[src/hw/rtl/kpv_pkg.sv]
// Shared types, constants and helpers of the position/velocity Kalman estimator.
// Used by kpv_div and kalman_pos_vel_estimator_unit; depends on nothing else.
package kpv_pkg;

  localparam int DATA_W        = 32;
  localparam int NOISE_W       = 24;
  localparam int FRAC_BITS_DEF = 16;
  localparam int SAT_W         = 72;

  // Scratch memory layout: 6x6 matrices with a row stride of 6, the augmented
  // inversion matrix with a row stride of 12.
  localparam int ADDR_W    = 8;
  localparam int MEM_DEPTH = 256;
  localparam int MAT_N     = 6;
  localparam int AUG_COLS  = 12;
  localparam logic [ADDR_W-1:0] P_BASE   = 8'd0;
  localparam logic [ADDR_W-1:0] T1_BASE  = 8'd36;
  localparam logic [ADDR_W-1:0] PP_BASE  = 8'd72;
  localparam logic [ADDR_W-1:0] AUG_BASE = 8'd108;
  localparam logic [ADDR_W-1:0] K_BASE   = 8'd180;

  localparam logic [1:0] REG_PROCESS_NOISE  = 2'd0;
  localparam logic [1:0] REG_POSITION_NOISE = 2'd1;
  localparam logic [1:0] REG_VELOCITY_NOISE = 2'd2;

  typedef enum logic [3:0] {
    ST_CLEAR,
    ST_IDLE,
    ST_PRED,
    ST_MM_AP,
    ST_MM_PAT,
    ST_ADDQ,
    ST_BUILD,
    ST_PIV,
    ST_SWAP,
    ST_DIV,
    ST_ELIM_F,
    ST_ELIM,
    ST_MM_K,
    ST_XUPD,
    ST_MM_P,
    ST_FINISH
  } kpv_state_t;

  function automatic logic signed [DATA_W-1:0] sat32(input logic signed [SAT_W-1:0] v);
    logic signed [SAT_W-1:0] hi;
    logic signed [SAT_W-1:0] lo;
    hi = SAT_W'(32'sh7FFFFFFF);
    lo = -SAT_W'(33'sh080000000);
    if (v > hi) return 32'sh7FFFFFFF;
    else if (v < lo) return 32'sh80000000;
    else return v[DATA_W-1:0];
  endfunction

  function automatic logic [ADDR_W-1:0] mat_addr(input logic [ADDR_W-1:0] base,
                                                 input logic [2:0] row,
                                                 input logic [3:0] col,
                                                 input logic wide);
    logic [ADDR_W-1:0] stride;
    stride = wide ? ADDR_W'(AUG_COLS) : ADDR_W'(MAT_N);
    return base + ADDR_W'(row) * stride + ADDR_W'(col);
  endfunction

endpackage

[src/hw/rtl/kpv_div.sv]
// Serial fixed-point divider: rounded (a * 2^FRAC_BITS) / b, saturated to 32 bits.
// One quotient bit per cycle. Depends on kpv_pkg.
module kpv_div #(
  parameter int FRAC_BITS = kpv_pkg::FRAC_BITS_DEF
) (
  input  logic                              clk,
  input  logic                              rst,
  input  logic                              start,
  input  logic signed [kpv_pkg::DATA_W-1:0] num,
  input  logic signed [kpv_pkg::DATA_W-1:0] den,
  output logic                              done,
  output logic signed [kpv_pkg::DATA_W-1:0] quo
);
  import kpv_pkg::*;

  localparam int NW = DATA_W + 1 + FRAC_BITS;
  localparam int CW = $clog2(NW + 1);

  logic              busy;
  logic [CW-1:0]     cnt;
  logic [NW-1:0]     dvd;
  logic [DATA_W-1:0] rem;
  logic [DATA_W-1:0] dmag;
  logic              neg;
  logic [DATA_W-1:0] nmag_in;
  logic [DATA_W-1:0] dmag_in;
  logic [DATA_W:0]   rem_sh;
  logic              take;
  logic              big;

  always_comb begin
    nmag_in = num[DATA_W-1] ? DATA_W'(-num) : DATA_W'(num);
    dmag_in = den[DATA_W-1] ? DATA_W'(-den) : DATA_W'(den);
    rem_sh  = {rem, dvd[NW-1]};
    take    = rem_sh >= {1'b0, dmag};
    big     = |dvd[NW-1:DATA_W-1];
  end

  always_ff @(posedge clk) begin
    if (rst) begin
      busy <= 1'b0;
      done <= 1'b0;
    end else begin
      done <= 1'b0;
      if (start) begin
        busy <= 1'b1;
        cnt  <= '0;
        // Adding half the divisor up front gives round half away from zero.
        dvd  <= (NW'(nmag_in) << FRAC_BITS) + NW'(dmag_in >> 1);
        rem  <= '0;
        dmag <= dmag_in;
        neg  <= num[DATA_W-1] ^ den[DATA_W-1];
      end else if (busy) begin
        if (cnt == CW'(NW)) begin
          busy <= 1'b0;
          done <= 1'b1;
          if (neg) quo <= big ? 32'sh80000000 : -$signed(dvd[DATA_W-1:0]);
          else     quo <= big ? 32'sh7FFFFFFF : $signed(dvd[DATA_W-1:0]);
        end else begin
          dvd <= {dvd[NW-2:0], take};
          rem <= take ? DATA_W'(rem_sh - {1'b0, dmag}) : rem_sh[DATA_W-1:0];
          cnt <= cnt + CW'(1);
        end
      end
    end
  end

endmodule

[config.mk]
export PLATFORM = sky130hd
export DESIGN_NAME = kpv_div
export DESIGN_NICKNAME = d
export VERILOG_FILES = /design/src/hw/rtl/kpv_pkg.sv /design/src/hw/rtl/kpv_div.sv
export SDC_FILE = /design/constraint.sdc
export NUM_CORES = 1
export LEC_CHECK = 0
export ABC_CLOCK_PERIOD_IN_PS = 6050
export BUFFER_PORTS_ARGS = -buffer_cell sky130_fd_sc_hd__buf_2
export CAP_MARGIN = 15
export CORE_ASPECT_RATIO = 1.2
export CORE_MARGIN = 10
export CORE_UTILIZATION = 61
export DETAILED_ROUTE_END_ITERATION = 12
export HOLD_SLACK_MARGIN = 0.12
export PLACE_DENSITY = 0.84
export SKIP_CTS_REPAIR_TIMING = 1
export SYNTH_ARGS = -nofsm -noshare
export SYNTH_HDL_FRONTEND = slang
export SYNTH_SLANG_ARGS = --single-unit
[constraint.sdc]
create_clock -name clk -period 6.05 [get_ports clk]
set_input_delay 0.605 -clock clk [delete_from_list [all_inputs] [get_ports clk]]
set_output_delay 0.605 -clock clk [all_outputs]
set_load 0.005 [all_outputs]
==> results of run 1 <==
## registers in the layout (all words and copies together) (netlist names)
signal	cells
dvd	49
dmag	32
quo	32
rem	32
cnt	6
busy	1
done	1
neg	1
## layout by cell type, fill, tap and decap left out, types with 34 or more instances in the layout
cell	instances
a21oi_1	58
buf_2	98
edfxtp_1	152
ha_1	52
inv_1	73
mux2_2	34
nand2_1	94
nor2_1	104
o21ai_0	66
xnor2_1	86
xor2_1	47
## cell type report
cell class	count	area (um2)
repair buffers	108	565.5
flip-flops and latches	154	4604
clock inverters	14	153.9
well taps	220	275.3
diodes	3	7.507
clock buffers	18	429.2
multi-input cells	858	6011
inverters	73	274.0
fillers	1335	5319
## metrics by stage
stage | hold slack, ns | setup WS [ns] | utilization (%) | cells | cell area, um2
finish | 0.4484 | 0.9173 | 69.85 | 1448 | 12320
global route | 0.4507 | 0.6384 | 69.83 | 1447 | 12320
CTS | 0.4386 | 0.9404 | 69.80 | 1445 | 12310
detailed placement | 0.5148 | 0.4979 | 66.50 | 1413 | 11730
global placement | 0.5113 | 0.6027 | 66.50 | 1413 | 11730
floorplan | 0.4669 | 0.7684 | - | 1127 | 11050
## layer usage
| metal | wire [um] | up-vias | GRT usage (%) |
|---|---|---|---|
| met3 | 1805 | 74 | 4.895 |
| met2 | 13780 | 378 | 38.78 |
| met5 | 8 | - | 0 |
| met4 | 827 | 2 | 8.715 |
| met1 | 10840 | 4227 | 27.29 |
| li1 | - | 4315 | - |
## power by group
part	switching (mW)	internal [mW]	total (mW)
Sequential	0.0562	1.29	1.34
Clock	0.472	0.584	1.06
Combinational	0.526	0.379	0.905
## cell families (layout without fill, tap and decap cells)
group,Yosys count,after routing,synth area share (%)
fa+ha+maj,54,54,6.251
buf+inv,115,213,4.168
flops,154,154,41.68
other cells,0,3,0
simple gates,364,364,16.78
xor+xnor,133,133,10.54
compound gates,250,250,15.03
mux,57,57,5.549
## cells in the mapped netlist, types with 5 or more instances
cell and instances:
a211o_1 5, a211oi_1 8, a21o_1 10, a21oi_1 58, a31oi_1 10, buf_1 5
clkbuf_1 31, edfxtp_1 152, ha_1 52, inv_1 73, mux2_2 34, mux2i_1 23
nand2_1 94, nand2b_1 9, nand3_1 19, nand3b_1 5, nand4_1 13, nor2_1 106
nor2b_1 17, nor3_1 19, nor4_1 12, o211ai_1 7, o21a_1 13, o21ai_0 66
o311ai_0 10, o31ai_1 23, o41ai_1 11, or2_2 9, or3_1 20, or3_4 5
or4_1 11, xnor2_1 86, xor2_1 47
## worst min path at each step
| stage | startpoint | endpoint | slack (ns) | cells past startpoint |
|---|---|---|---|---|
| final | den[0] | dmag[0] | 0.45 | 1 |
| after floorplan | busy | done | 0.47 | 1 |
| after detailed placement | busy | done | 0.51 | 1 |
| after global placement | busy | done | 0.51 | 1 |
| after global routing | den[0] | dmag[0] | 0.45 | 1 |
| after CTS | den[0] | dmag[0] | 0.44 | 1 |
## critical path, cell delays in order
cell and delay [ns]:
buf_2 0.12, or3_1 0.40, or4_4 0.48, nand2b_4 0.18
nand2b_4 0.17, or3_1 0.36, or2_2 0.32, or3_4 0.37
o31ai_4 0.19, xnor2_1 0.14, ha_1 0.40, a21oi_1 0.09
o211ai_1 0.22, a21oi_1 0.06, nor2_1 0.13, nand2_1 0.15
nor3_2 0.37, nand3b_1 0.13, xor2_1 0.15, mux2_2 0.26
==> results.txt, run 1 <==
Post-synth EDFFs -> 152
Avg WL per Cell -> 18.83 um
WP data arrival -> 5.32 ns
CTS HTree Levels -> 4
Worst-case reg-to-reg path depth -> 10
Layout cell share with drive strength beyond 1 -> 16.90%
Critical path launch point type -> primary input
Worst-Skew Late Latency -> 0.43 ns
Layout Skew -> 0.01415 ns
Crit path time final -> 5.133 ns
Critical path peak fanout -> 6
Max Slew Vio Count -> 0
Ys flop type -> edfxtp_1
#FFs+latches synth -> 154
Final Hold Viols -> 0
Max Cap Viol -> 0
Netlist cell types -> 70
Setup crit end -> dvd[45]
RSZ-0062 raised after global routing -> no
Overall power -> 3.305 mW
Largest net degree at the start of global routing -> 91
Sequential share of the synthesized area -> 41.68%
Critical Path End Type -> register
CTS Buf Count -> 17
Worst path required time -> 6.23 ns
RR Endpoint -> rem[13]
Mean Syn Cell Area -> 9.803 um2
Final period utilization -> 84.84%
Setup_tns -> 0 ns
Syn_nets -> 1248
Die footprint -> 0.02392 mm2
Final routed DRC violation total -> 0
Drt first-iter violations -> 780
Top cell type by total area after synthesis -> edfxtp_1
Cells after Synth -> 1127
HPWL after detailed placement -> 20540 um
Ys async rst share -> 0%
Grt ovf -> 0
Core area -> 0.01764 mm2
First-pass GRT wire length -> 44330 um
RD Place Congestion -> 0.9494
Number of port buffers -> 99
Peak supply drop -> 0.2375 mV
Top Ports -> 100
Maximum achievable frequency -> 194.8 MHz
Die width -> 142.9 um
Crit. Startpoint -> den[3]
Via density -> 6.213
YS warnings -> 0
Hold Path Class -> primary input to register
Leakage -> 4.767 nW
Initial antenna violation count -> 4
WL final -> 27270 um
FP Rows -> 53
Routed Antenna Nets -> 0
CP Class -> primary input to register
Starting density of the core -> 62.63%
Vias in the first global route -> 8820
Die Y -> 167.4 um
Worst-path clk slew -> 0.07 ns
Root Buffer -> clkbuf_16
CTS tree -> built
Area Growth Syn to Fin -> 11.52%
Top cell type's share of synthesized area -> 41.31%
TritonCTS Sinks -> 154
Layout Nets -> 1333
Synth top area cells -> edfxtp_1, xnor2_1, ha_1
Total global routing track utilization -> 22.72%
Slew of the pin with the lowest slew margin -> 1.087 ns
Final setup violation count -> 0
PD cells -> 268.2 mW/mm2
Syn Std Cell Area -> 0.01105 mm2
Status -> finished, final reports clean
Pre-antenna DRT Iters -> 5
Via Count -> 8996
Clock Path Buffers -> 2
Slew margin rel. -> 27.56%
Worst reg-to-reg setup slack -> 2.16 ns
Crit Reg-Reg Startpoint -> rem[5]
Note: power is estimated with default switching activity, not from simulation.
==> run 2, diff against run 1 <==
- ABC_CLOCK_PERIOD_IN_PS: 6050 -> 5300
- clock period: 6.05 -> 5.3 ns (I/O delays scaled with it)
==> results.txt, run 2 (synthesis gave the netlist of run 1 again) <==
Slowest-stage cell, CP -> or4_4
Largest net degree at the start of global routing -> 63
Critical path peak fanout -> 5
Area Growth Syn to Fin -> 12.22%
Slew margin rel. -> 34.45%
FP Rows -> 53
Vias in the first global route -> 8904
Slew of the pin with the lowest slew margin -> 0.9709 ns
Pre-antenna DRT Iters -> 7
Crit Reg-Reg Startpoint -> rem[5]
PD cells -> 308.2 mW/mm2
WL final -> 28050 um
CP Class -> primary input to register
Root Buffer -> clkbuf_16
Drt first-iter violations -> 699
Final period utilization -> 91.55%
WP buf/inv -> 1
CTS Buf Count -> 17
Critical path launch point type -> primary input
RSZ-0062 raised after global routing -> no
Die footprint -> 0.02392 mm2
Worst-Skew Late Latency -> 0.44 ns
Max incr delay on CP -> 0.47 ns
Status -> finished, final reports clean
Leading cell type in the layout, fill and taps excluded -> edfxtp_1
Crit. Startpoint -> den[3]
CP Cell Sequence -> buf_2, or3_1, or4_4, nand2b_4, nand2b_4, or3_1, or2_2, or3_4, o31ai_4, xnor2_1, ha_1, a21oi_1, o211ai_1, a21oi_1, nor2_1, nand2_1, nor3_2, nand3b_1, xor2_1, mux2_2
RR Endpoint -> rem[13]
Final Hold Viols -> 0
HP Start -> den[0]
First-pass GRT wire length -> 44960 um
Initial antenna violation count -> 7
CTS tree -> built
Die Y -> 167.4 um
Hold path endpoint -> dmag[0]
Worst reg-to-reg setup slack -> 1.36 ns
Layout cell share with drive strength beyond 1 -> 17.34%
Max reg flops -> 49
Final Util -> 70.29%
Hold depth -> 1
Maximum achievable frequency -> 206.1 MHz
Max Cap Viol -> 0
Cell Area, Placed -> 0.01180 mm2
Reg with most FFs -> dvd
Final routed DRC violation total -> 0
Leakage -> 4.822 nW
Worst path required time -> 5.49 ns
Core area -> 0.01764 mm2
Number of fillers in the final layout -> 1320
Via density -> 6.233
HPWL after detailed placement -> 21050 um
Starting density of the core -> 62.63%
CTS HTree Levels -> 4
CP top delay family -> simple AND/OR/NAND/NOR gates
Die width -> 142.9 um
Top Ports -> 100
Layout Nets -> 1342
Peak supply drop -> 0.3008 mV
Final setup violation count -> 0
Commonest non-fill, non-tap cells in the layout -> edfxtp_1, nor2_1, buf_2
Design Area, Final -> 0.01240 mm2
WP data arrival -> 5.05 ns
Overall power -> 3.821 mW
Setup_tns -> 0 ns
Max Slew Vio Count -> 0
Crit path time final -> 4.852 ns
RD Place Congestion -> 0.9749
Hold Path Class -> primary input to register
Layout Skew -> 0.01223 ns
Via Count -> 9087
Worst-case reg-to-reg path depth -> 10
Total global routing track utilization -> 23.32%
Place WS -> 0.02561 ns
Routed Antenna Nets -> 0
Critical Path End Type -> register
Grt ovf -> 0
Final Worst Setup Slack -> 0.4479 ns
Clock Path Buffers -> 2
Worst-path clk slew -> 0.07 ns
Number of port buffers -> 99
TritonCTS Sinks -> 154
Avg WL per Cell -> 19.24 um
[run 2: cell types whose count changed in the layout (fill, tap and decap cells not counted), sizes merged]
cell	change
bufinv	+1
diode	+1
inv	-1
buf	+9
clkinvlp	-2
clkinv	+2
[run 2: per-stage QoR]
step | instances | hold WS (ns)
CTS | 1454 | 0.3581
finish | 1458 | 0.3565
global placement | 1422 | 0.5173
global route | 1457 | 0.3547
detailed placement | 1422 | 0.5221
floorplan | 1127 | 0.4669
[run 2: cell type report]
class	instances	area [um2]	area share, %
clock inverter	14	161.4	1.302
inverter	73	274.0	2.210
sequential	154	4604	37.14
antenna	4	10.01	0.08073
tap	220	275.3	2.220
clock buffer	18	429.2	3.462
multi-input combinational	858	6011	48.48
timing repair buffer	117	633.1	5.106
[run 2: worst register-to-register path: stages (launching register included)]
cell	delay (ns)
edfxtp_1	0.40
ha_1	0.40
a2111o_1	0.44
o21ai_0	0.28
a22o_1	0.31
a211o_1	0.22
a211oi_1	0.14
o21ai_4	0.76
buf_4	0.37
mux2i_1	0.29
nor2_1	0.07
[run 2: how the worst max path moves through the flow]
| stage | endpoint | slack, ns | cells past startpoint |
|---|---|---|---|
| floorplan | cnt[0] | 0.09 | 4 |
| global placement | dvd[45] | 0.10 | 20 |
| detailed placement | dvd[45] | 0.03 | 20 |
| CTS | dvd[45] | 0.47 | 20 |
| global route | dvd[45] | 0.18 | 19 |
| finish | dvd[45] | 0.45 | 20 |
[run 2: power by group]
group / leakage [nW] / total (mW) / internal, mW / switching, mW
Clock: 0.290 / 1.24 / 0.705 / 0.530
Combinational: 3.09 / 1.05 / 0.443 / 0.604
Sequential: 1.45 / 1.54 / 1.47 / 0.0672
[run 2: per-layer routing]
layer / part of all wire [%] / track usage (%) / vias up / wire [um]
met3: 6.4 / 5.688 / 75 / 1797
met2: 50 / 39.33 / 333 / 14050
met4: 3.5 / 10.06 / 6 / 986
met1: 40 / 27.56 / 4339 / 11170
li1: - / - / 4334 / -
met5: 0.13 / 0 / - / 37
